**src/rtl/core/bq_pkg.sv**
```systemverilog
// shared types, constants and microcode program of the biquad filter
package bq_pkg;

  localparam int COEF_W      = 24;
  localparam int NUM_COEFS   = 5;
  localparam int CFG_IDX_W   = 3;

  localparam int SAMPLE_WIDTH_DEF   = 24;
  localparam int COEF_FRAC_BITS_DEF = 21;
  localparam int STATE_WIDTH_DEF    = 32;

  typedef enum logic [CFG_IDX_W-1:0] {
    COEF_B0,
    COEF_B1,
    COEF_B2,
    COEF_A1,
    COEF_A2
  } coef_idx_e;

  localparam logic [COEF_W-1:0] COEF_RESET [NUM_COEFS] = '{
    24'd2097152, 24'd0, 24'd0, 24'd0, 24'd0
  };

  typedef enum logic [1:0] {
    COND_NONE,
    COND_IN,
    COND_OUT
  } cond_e;

  typedef enum logic [1:0] {
    SRC_Z1,
    SRC_Z2,
    SRC_U
  } mul_src_e;

  typedef enum logic [2:0] {
    ACC_HOLD,
    ACC_LOAD_X,
    ACC_LOAD_P,
    ACC_ADD,
    ACC_SUB
  } acc_op_e;

  typedef struct packed {
    cond_e     cond;
    logic      mul_en;
    coef_idx_e mul_coef;
    mul_src_e  mul_src;
    acc_op_e   acc_op;
    logic      u_wr;
    logic      out_wr;
    logic      last;
  } uword_t;

  localparam int NUM_STEPS = 9;
  localparam int STEP_W    = $clog2(NUM_STEPS);

  function automatic uword_t ucode(logic [STEP_W-1:0] step);
    uword_t w;
    w.cond     = COND_NONE;
    w.mul_en   = 1'b0;
    w.mul_coef = COEF_B0;
    w.mul_src  = SRC_Z1;
    w.acc_op   = ACC_HOLD;
    w.u_wr     = 1'b0;
    w.out_wr   = 1'b0;
    w.last     = 1'b0;
    unique case (step)
      4'd0: begin
        w.cond     = COND_IN;
        w.acc_op   = ACC_LOAD_X;
        w.mul_en   = 1'b1;
        w.mul_coef = COEF_A1;
        w.mul_src  = SRC_Z1;
      end
      4'd1: begin
        w.acc_op   = ACC_SUB;
        w.mul_en   = 1'b1;
        w.mul_coef = COEF_A2;
        w.mul_src  = SRC_Z2;
      end
      4'd2: begin
        w.acc_op   = ACC_SUB;
      end
      4'd3: begin
        w.u_wr     = 1'b1;
      end
      4'd4: begin
        w.mul_en   = 1'b1;
        w.mul_coef = COEF_B0;
        w.mul_src  = SRC_U;
      end
      4'd5: begin
        w.acc_op   = ACC_LOAD_P;
        w.mul_en   = 1'b1;
        w.mul_coef = COEF_B1;
        w.mul_src  = SRC_Z1;
      end
      4'd6: begin
        w.acc_op   = ACC_ADD;
        w.mul_en   = 1'b1;
        w.mul_coef = COEF_B2;
        w.mul_src  = SRC_Z2;
      end
      4'd7: begin
        w.acc_op   = ACC_ADD;
      end
      4'd8: begin
        w.cond     = COND_OUT;
        w.out_wr   = 1'b1;
        w.last     = 1'b1;
      end
      default: begin
        w.last     = 1'b1;
      end
    endcase
    return w;
  endfunction

endpackage

```
**src/rtl/core/bq_if.sv**
```systemverilog
// valid/ready word channels for input and output samples
interface bq_in_if #(
  parameter int WIDTH = 24
) ();
  logic                    valid;
  logic                    ready;
  logic signed [WIDTH-1:0] sample_in;

  modport source (output valid, output sample_in, input ready);
  modport sink   (input valid, input sample_in, output ready);
endinterface

interface bq_out_if #(
  parameter int WIDTH = 24
) ();
  logic                    valid;
  logic                    ready;
  logic signed [WIDTH-1:0] sample_out;

  modport source (output valid, output sample_out, input ready);
  modport sink   (input valid, input sample_out, output ready);
endinterface

```
**src/rtl/core/biquad_direct_form_two_filter.sv**
```systemverilog
// biquad direct form II section with microcoded shared-multiplier datapath
//
// usage: samples enter on in_i (valid/ready), one filtered word per input
// leaves on out_o (valid/ready). coefficients b0 b1 b2 a1 a2 (indexes 0..4)
// are written through cfg_we_i/cfg_idx_i/cfg_data_i by the user only while
// the filter is idle; the block does not enforce this. the nine-step microcode
// program runs all five products through one multiplier, feeding an accepted
// word through the a1/a2 feedback into u, then the b0/b1/b2 sum into out_q.
// in_i.ready is high only while the sequencer sits at its first step.
// the result stays in the output register until taken; the next word is
// accepted meanwhile, but the sequencer holds in its last step while the
// output register is still full and out_o.ready is low.
// reset: delays are cleared, b0 returns to 1.0 and the other coefficients to
// zero, the sequencer returns to its first step and the output is empty.
module biquad_direct_form_two_filter
  import bq_pkg::*;
#(
  parameter int SAMPLE_WIDTH   = SAMPLE_WIDTH_DEF,
  parameter int COEF_FRAC_BITS = COEF_FRAC_BITS_DEF,
  parameter int STATE_WIDTH    = STATE_WIDTH_DEF
) (
  input  logic                 clk_i,
  input  logic                 rst_ni,
  input  logic                 cfg_we_i,
  input  logic [CFG_IDX_W-1:0] cfg_idx_i,
  input  logic [COEF_W-1:0]    cfg_data_i,
  bq_in_if.sink                in_i,
  bq_out_if.source             out_o
);

  localparam int PROD_W = COEF_W + STATE_WIDTH;
  localparam int M0     = (PROD_W > SAMPLE_WIDTH + COEF_FRAC_BITS + 1) ?
                          PROD_W : SAMPLE_WIDTH + COEF_FRAC_BITS + 1;
  localparam int M1     = (M0 > STATE_WIDTH + COEF_FRAC_BITS + 1) ?
                          M0 : STATE_WIDTH + COEF_FRAC_BITS + 1;
  localparam int ACC_W  = M1 + 2;
  localparam int RND_W  = ACC_W - COEF_FRAC_BITS;

  localparam logic signed [ACC_W-1:0] HALF =
    {{(ACC_W-1){1'b0}}, 1'b1} << (COEF_FRAC_BITS - 1);
  localparam logic signed [RND_W-1:0] U_MAX =
    {{(RND_W-STATE_WIDTH+1){1'b0}}, {(STATE_WIDTH-1){1'b1}}};
  localparam logic signed [RND_W-1:0] U_MIN = ~U_MAX;
  localparam logic signed [RND_W-1:0] Y_MAX =
    {{(RND_W-SAMPLE_WIDTH+1){1'b0}}, {(SAMPLE_WIDTH-1){1'b1}}};
  localparam logic signed [RND_W-1:0] Y_MIN = ~Y_MAX;

  logic signed [COEF_W-1:0]       coef_q [NUM_COEFS];
  logic signed [STATE_WIDTH-1:0]  z1_q, z2_q, u_q;
  logic signed [PROD_W-1:0]       prod_q;
  logic signed [ACC_W-1:0]        acc_q, acc_d;
  logic [STEP_W-1:0]              step_q, step_d;
  logic                           out_valid_q, out_valid_d;
  logic signed [SAMPLE_WIDTH-1:0] out_q;

  uword_t                         uw;
  logic                           stall, go;
  logic signed [COEF_W-1:0]       mul_a;
  logic signed [STATE_WIDTH-1:0]  mul_b;
  logic signed [ACC_W-1:0]        x_ext, p_ext, rnd_full;
  logic signed [RND_W-1:0]        rnd, u_sat, y_sat;

  assign uw    = ucode(step_q);
  assign stall = ((uw.cond == COND_IN) && !in_i.valid) ||
                 ((uw.cond == COND_OUT) && out_valid_q && !out_o.ready);
  assign go    = !stall;

  assign in_i.ready       = (uw.cond == COND_IN);
  assign out_o.valid      = out_valid_q;
  assign out_o.sample_out = out_q;

  // sequencer
  always_comb begin
    if (stall) begin
      step_d = step_q;
    end else if (uw.last) begin
      step_d = '0;
    end else begin
      step_d = step_q + STEP_W'(1);
    end
  end

  // datapath
  assign mul_a = coef_q[uw.mul_coef];

  always_comb begin
    case (uw.mul_src)
      SRC_Z1:  mul_b = z1_q;
      SRC_Z2:  mul_b = z2_q;
      SRC_U:   mul_b = u_q;
      default: mul_b = z1_q;
    endcase
  end

  assign x_ext = {{(ACC_W-SAMPLE_WIDTH){in_i.sample_in[SAMPLE_WIDTH-1]}}, in_i.sample_in}
                 <<< COEF_FRAC_BITS;
  assign p_ext = {{(ACC_W-PROD_W){prod_q[PROD_W-1]}}, prod_q};

  always_comb begin
    case (uw.acc_op)
      ACC_LOAD_X: acc_d = x_ext;
      ACC_LOAD_P: acc_d = p_ext;
      ACC_ADD:    acc_d = acc_q + p_ext;
      ACC_SUB:    acc_d = acc_q - p_ext;
      default:    acc_d = acc_q;
    endcase
  end

  // round half up, then saturate
  assign rnd_full = acc_q + HALF;
  assign rnd      = rnd_full[ACC_W-1:COEF_FRAC_BITS];
  assign u_sat    = (rnd > U_MAX) ? U_MAX : ((rnd < U_MIN) ? U_MIN : rnd);
  assign y_sat    = (rnd > Y_MAX) ? Y_MAX : ((rnd < Y_MIN) ? Y_MIN : rnd);

  assign out_valid_d = (out_valid_q && !out_o.ready) || (go && uw.out_wr);

  always_ff @(posedge clk_i or negedge rst_ni) begin
    if (!rst_ni) begin
      step_q      <= '0;
      out_valid_q <= 1'b0;
      z1_q        <= '0;
      z2_q        <= '0;
      for (int i = 0; i < NUM_COEFS; i++) begin
        coef_q[i] <= COEF_RESET[i];
      end
    end else begin
      step_q      <= step_d;
      out_valid_q <= out_valid_d;
      if (cfg_we_i && (cfg_idx_i < CFG_IDX_W'(NUM_COEFS))) begin
        coef_q[cfg_idx_i] <= cfg_data_i;
      end
      if (go && uw.out_wr) begin
        z2_q <= z1_q;
        z1_q <= u_q;
      end
    end
  end

  always_ff @(posedge clk_i) begin
    if (go) begin
      acc_q <= acc_d;
    end
    if (go && uw.mul_en) begin
      prod_q <= mul_a * mul_b;
    end
    if (go && uw.u_wr) begin
      u_q <= u_sat[STATE_WIDTH-1:0];
    end
    if (go && uw.out_wr) begin
      out_q <= y_sat[SAMPLE_WIDTH-1:0];
    end
  end

endmodule

```
**src/flat_wrapper.sv**
```systemverilog
// flat-port wrapper written by rule: the top's interface ports become plain ports
module biquad_direct_form_two_filter_flat import bq_pkg::*;
#(
  parameter int SAMPLE_WIDTH   = SAMPLE_WIDTH_DEF,
  parameter int COEF_FRAC_BITS = COEF_FRAC_BITS_DEF,
  parameter int STATE_WIDTH    = STATE_WIDTH_DEF
)
  (clk_i, rst_ni, cfg_we_i, cfg_idx_i, cfg_data_i, in_i_valid, in_i_sample_in, in_i_ready, out_o_valid, out_o_sample_out, out_o_ready);
  bq_in_if #(.WIDTH((SAMPLE_WIDTH_DEF))) in_i_i ();
  bq_out_if #(.WIDTH((SAMPLE_WIDTH_DEF))) out_o_i ();
  input  logic clk_i;
  input  logic rst_ni;
  input  logic cfg_we_i;
  input  logic [CFG_IDX_W-1:0] cfg_idx_i;
  input  logic [COEF_W-1:0] cfg_data_i;
  input wire logic [$bits(in_i_i.valid)-1:0] in_i_valid;
  input wire logic [$bits(in_i_i.sample_in)-1:0] in_i_sample_in;
  output wire logic [$bits(in_i_i.ready)-1:0] in_i_ready;
  output wire logic [$bits(out_o_i.valid)-1:0] out_o_valid;
  output wire logic [$bits(out_o_i.sample_out)-1:0] out_o_sample_out;
  input wire logic [$bits(out_o_i.ready)-1:0] out_o_ready;
  assign in_i_i.valid = in_i_valid;
  assign in_i_i.sample_in = in_i_sample_in;
  assign in_i_ready = in_i_i.ready;
  assign out_o_valid = out_o_i.valid;
  assign out_o_sample_out = out_o_i.sample_out;
  assign out_o_i.ready = out_o_ready;
  biquad_direct_form_two_filter #(.SAMPLE_WIDTH(SAMPLE_WIDTH), .COEF_FRAC_BITS(COEF_FRAC_BITS), .STATE_WIDTH(STATE_WIDTH)) u_core (.clk_i(clk_i), .rst_ni(rst_ni), .cfg_we_i(cfg_we_i), .cfg_idx_i(cfg_idx_i), .cfg_data_i(cfg_data_i), .in_i(in_i_i), .out_o(out_o_i));
endmodule
```
**config.mk**
```make
export PLATFORM = sky130hd
export DESIGN_NAME = biquad_direct_form_two_filter_flat
export DESIGN_NICKNAME = d
export VERILOG_FILES = /design/src/rtl/core/bq_pkg.sv /design/src/rtl/core/bq_if.sv /design/src/rtl/core/biquad_direct_form_two_filter.sv /design/src/flat_wrapper.sv
export SDC_FILE = /design/constraint.sdc
export NUM_CORES = 2
export LEC_CHECK = 0
export CORE_MARGIN = 5
export CORE_UTILIZATION = 61
export DETAILED_ROUTE_END_ITERATION = 16
export DONT_BUFFER_PORTS = 1
export GPL_ROUTABILITY_DRIVEN = 0
export PLACE_DENSITY_LB_ADDON = 0.12
export SLEW_MARGIN = 10
export SYNTH_ARGS = -nofsm -noshare
export SYNTH_HDL_FRONTEND = slang
export SYNTH_SLANG_ARGS = --single-unit
```
**constraint.sdc**
```tcl
create_clock -name clk_i -period 26 [get_ports clk_i]
set_clock_uncertainty 0.2 [all_clocks]
set_input_delay 2.6 -clock clk_i [delete_from_list [all_inputs] [get_ports clk_i]]
set_output_delay 2.6 -clock clk_i [all_outputs]
set_load 0.05 [all_outputs]
```
* Word-level counts from Yosys, hierarchy flattened
Cells that the tools add are included.
Cells by class: add/subtract/negate cells 4, $mul 1, divide/modulo/power cells 0, $lt $le $gt $ge 8, equal/unequal tests 16, shifts and indexed selects 0, muxes and demuxes 16, bitwise operators 3, reductions and logical operators 20
Operators by type and width (count):
- $pmux W58 S4 | 1
- $bwmux W120 | 1
- $mux W24 | 4
- $bmux W24 S3 | 1
- $demux W24 S3 | 1
- $pmux W32 S2 | 1
- $add A58 B22 Y58 const B | 1
- $add A58 B56 Y58 | 1
- $sub A58 B56 Y58 | 1
- $mul A24 B32 Y56 | 1
- $gt A37 B24 Y1 const B | 1
- $gt A37 B32 Y1 const B | 1
- $lt A37 B24 Y1 const B | 1
- $lt A37 B32 Y1 const B | 1
- $mux W32 | 1
- $pmux W6 S5 | 1
- $eq A4 B3 Y1 const B | 4
- $pmux W3 S4 | 1
- $logic_and A1 B1 Y1 | 9
- $eq A4 B2 Y1 const B | 2
- $ge A4 B4 Y1 const B | 2
- $not A3 Y4 | 2
- $reduce_or A8 Y1 | 1
- $eq A3 B2 Y1 const B | 2
- 19 further kinds | 26
Word-level totals: register bits after elaboration 359, latch bits 0, memory bits (writable) 0, memory bits (read-only) 0, bits of input ports 56, output and inout port bits 26, word-level logic and storage cells 81, memories 0

* Logic depth before layout (Yosys ltp)
depth after elaboration 9, gate-level depth with buffers 38, mapped depth without buffers 35

* Worst setup path after synthesis
No wires, ideal clock.
kind register -> register, from reg u_core.step_q[0], to reg u_core.prod_q[55], data pin, setup time 260 ps, arrival 9207 ps, data required time 25540 ps, slack 16333 ps, stages on the path, launching flop included 33, path buffers 2, period minus slack after synthesis 9667 ps, cell sequence dfrtp_1 inv_1 ha_1 nand2b_1 a21oi_1 clkbuf_1 mux4_2 a22oi_1 clkbuf_1 nor2_1 fa_1 inv_1 fa_1 inv_1 fa_1 fa_1 fa_1 fa_1 inv_1 fa_1 inv_1 ha_1 a21oi_1 o21bai_1 a21oi_1 o21ai_0 a21o_1 o21ba_2 o21a_1 o21ai_0 a21boi_0 nor2_1 xnor2_1
On the way: longest elaborated chain between the ends 7, elaborated cells between the ends (all ways) 14, those cells by class 1 x mul; 6 x eq/ne; 5 x mux; 1 x bitwise; 1 x reduce/logical
RTL lines:
- start: declaration | RTL line biquad_direct_form_two_filter.sv:52 | logic [STEP_W-1:0] step_q, step_d;
- start signal: assignment | RTL line biquad_direct_form_two_filter.sv:127 | step_q <= step_d;
- $eq A4 B3 Y1 (tied with other cells) | RTL line bq_pkg.sv:68 | unique case (step)
- $pmux W6 S5 * | RTL line bq_pkg.sv:68
- $not A3 Y4 (implied by the code) | RTL line biquad_direct_form_two_filter.sv:84 | assign mul_a = coef_q[uw.mul_coef];
- $bmux W24 S3 | RTL line biquad_direct_form_two_filter.sv:84
- $mux W24 (implied by the code) (2 in a row) | RTL line biquad_direct_form_two_filter.sv:84
- $mul A24 B32 Y56 * | RTL line biquad_direct_form_two_filter.sv:144 | prod_q <= mul_a * mul_b;
- end signal: assignment | RTL line biquad_direct_form_two_filter.sv:144
- end: declaration | RTL line biquad_direct_form_two_filter.sv:50 | logic signed [PROD_W-1:0] prod_q;
Every way passes the cells marked *; elsewhere a longest branch is shown, timed or not. The select of a mux whose other input is x is not followed. A chain may end at the register's enable or synchronous reset.

* Final worst setup path
from reg u_core.step_q[0], to reg u_core.prod_q[49], data pin
Same word-level chain as after synthesis.

==> impl_metrics.yaml <==
status:
  status: "finished clean"
floorplanning:
  die_area_um2: 81830
  rows: 101
  die_w_um: 286.1
  io-pin-count: 82
  die_h_um: 286.1
  core_um2: 75820
  start_util: 0.6131
cts:
  numCtsBuffers: 41
  cts_tree: "built"
  path_clk_slew_ns: 0.06
  clk_latency_ns: 0.59
  root_buffer: "clkbuf_16"
  cts_sinks: 359
  post_cts_buffers: 0
  h-tree-depth: 2
  clockBufferDepth: 3
  cts_hold_buf: 0
  cts_resized: 0
synthesis:
  synthSimpleGateAreaFrac: 0.1146
  syn_nets: 5855
  synth_cell_types: 79
  syn-cell-area_um2: 46490
  synth_top_cell_area_share: 0.3376
  ys_ff_latch: 359
  postSynthAreaPerCell_um2: 9.685
  yosys.area.top_type: "fa_1"
  synth_edf_count: 170
  netlist_instances: 4800
  synth_mux_area_frac: 0.05778
  yosys.area_share.adder: 0.3955
  async_flop_share: 0.5265
  synth-seq-area-share: 0.2116
  synth_compound_area_frac: 0.09358
  synth_ff_type: "dfrtp_1"
  yosys_warnings: 0
  synthXorXnorAreaFrac: 0.03843
  ys_top_cells_by_area: "fa_1, edfxtp_1, dfrtp_1"
  synth_top_family_by_area: "adder cells"
global_routing:
  grt_max_degree: 190
  grt-busiest-layer: "met2"
  antenna_found_initial: 5
  grt.met1_usage: 0.4281
  met3_usage: 0.06454
  grtUsageMet2: 0.5482
  overflow: 0
  grt_pass1_wl_mm: 210.0
  grt_use_total: 0.3327
  grt_pass1_vias: 36370
worst_setup_path:
  crit_path_end_kind: "register"
  worstSetupStartpointType: "register"
  required_ns: 26.13
  crit_fanout: 32
  path_class: "reg2reg"
  max_stage_delay_ns: 1.03
  cp_slowest_cell: "o21ai_1"
  crit_arrival_ns: 10.82
timing:
  tns_ns: 0
  fmax_mhz: 93.54
  min_period_ns: 10.69
  slew_headroom: 0.1235
  rsz0062_at_grt: "false"
  tightest_slew_ns: 1.306
  fin_crit_sh: 0.4112
  setup_viol: 0
  finalHoldViolCount: 0
  final_max_slew_viol_count: 0
cells_and_area:
  area_delta_synth_final_pct: 5.445
  num_antenna_cells: 0
  drive_gt1_frac: 0.08945
  fin_nets: 5751
  n_fill_cell: 6276
routing:
  drt_iter0_drc: 3060
  drc: 0
  vias: 34570
  drtPass1Iterations: 6
  wirelength_mm: 133.3
  ant_nets: 0
  avgRoutedWirePerCell_um: 23.36
  routed_via_density: 6.057
placed_design:
  dp_hpwl_mm: 102.8
  numPortBuffers: 0
run:
  cap_violations: 0
worst_hold_path:
  min_path_type: "reg2reg"
==> sequential cells by signal, summed over array words and instances (netlist names) <==
| signal | cells |
|---|---|
| u_core.acc_q | 58 |
| u_core.coef_q | 120 |
| u_core.out_o.sample_out | 24 |
| u_core.out_o.valid | 1 |
| u_core.prod_q | 56 |
| u_core.step_q | 4 |
| u_core.u_q | 32 |
| u_core.z1_q | 32 |
| u_core.z2_q | 32 |
==> per-layer routing <==
metal / up-vias / share of wire
met3: 407 / 0.088
met5: - / 0
met4: 0 / 0.062
met2: 1636 / 0.48
met1: 17530 / 0.37
li1: 14990 / -
==> cell type report <==
type                    instances  area (um^2)  share of cell area
multi-input cells            3344        32700              0.6671
flip-flops and latches        359         9836              0.2006
inverters                     863         3239             0.06608
well taps                     978         1224             0.02496
clock buffers                  50         1070             0.02182
repair buffers                 87        653.1             0.01332
clock inverters                26        296.5            0.006049
==> cell families after synthesis <==
family,count (synthesis)
compound gates,685
xor+xnor,204
flops,359
simple gates,1242
fa+ha+maj,999
mux,214
buf+inv,1097
==> worst max-delay path, delay by kind of cell, from the launching register on <==
kind	cells	cell delay (ns)
compound gates	9	3.24
xor+xnor	1	0.13
fa+ha+maj	10	4.22
buf+inv	8	0.86
flops	1	0.40
simple gates	6	1.33
==> worst paths after layout <==
kind,from,endpoint,slack (ns),cells past startpoint
setup / recovery,u_core.step_q[0],u_core.prod_q[49],15.31,34
hold / removal,u_core.coef_q[110],u_core.coef_q[110],0.30,1
setup reg to reg,u_core.step_q[0],u_core.prod_q[49],15.31,34
hold reg to reg,u_core.coef_q[110],u_core.coef_q[110],0.30,1
max in group asynchronous,rst_ni,u_core.coef_q[88],23.52,0
min in group asynchronous,rst_ni,u_core.z1_q[2],1.54,0
==> per-stage QoR <==
| step | cells | setup slack, ns | area, um^2 | util | hold slack, ns |
|---|---|---|---|---|---|
| floorplan | 4800 | 16.33 | 46490 | - | 0.2741 |
| global placement | 5631 | 15.56 | 47650 | 0.6285 | 0.2822 |
| detailed placement | 5631 | 15.39 | 47650 | 0.6285 | 0.2893 |
| CTS | 5707 | 15.38 | 49020 | 0.6465 | 0.3015 |
| global route | 5707 | 14.82 | 49020 | 0.6465 | 0.3178 |
| finish | 5707 | 15.31 | 49020 | 0.6465 | 0.3013 |
==> cells in the final DEF (no fill, tap or decap), types with 120 or more instances in the layout <==
master    instances
edfxtp_1        170
a21oi_1         151
nand2_1         505
o21ai_0         176
inv_1           863
nor2_1          470
mux2_2          185
ha_1            213
xnor2_1         120
fa_1            784
dfrtp_1         188
==> synth_stat cells, types with 40 or more instances <==
cell	count
nand2b_1	40
fa_1	784
nand3_1	41
xor2_1	84
nor2_1	471
edfxtp_1	170
a21o_1	54
a21oi_1	154
ha_1	215
o21ai_0	195
xnor2_1	120
o21a_1	51
clkbuf_1	222
a22oi_1	75
mux2_2	185
nand2_1	505
dfrtp_1	188
inv_1	863
Power is left out: the tool's default activity adds up to more than one toggle a clock period on the data nets, which glitch-free logic cannot reach.
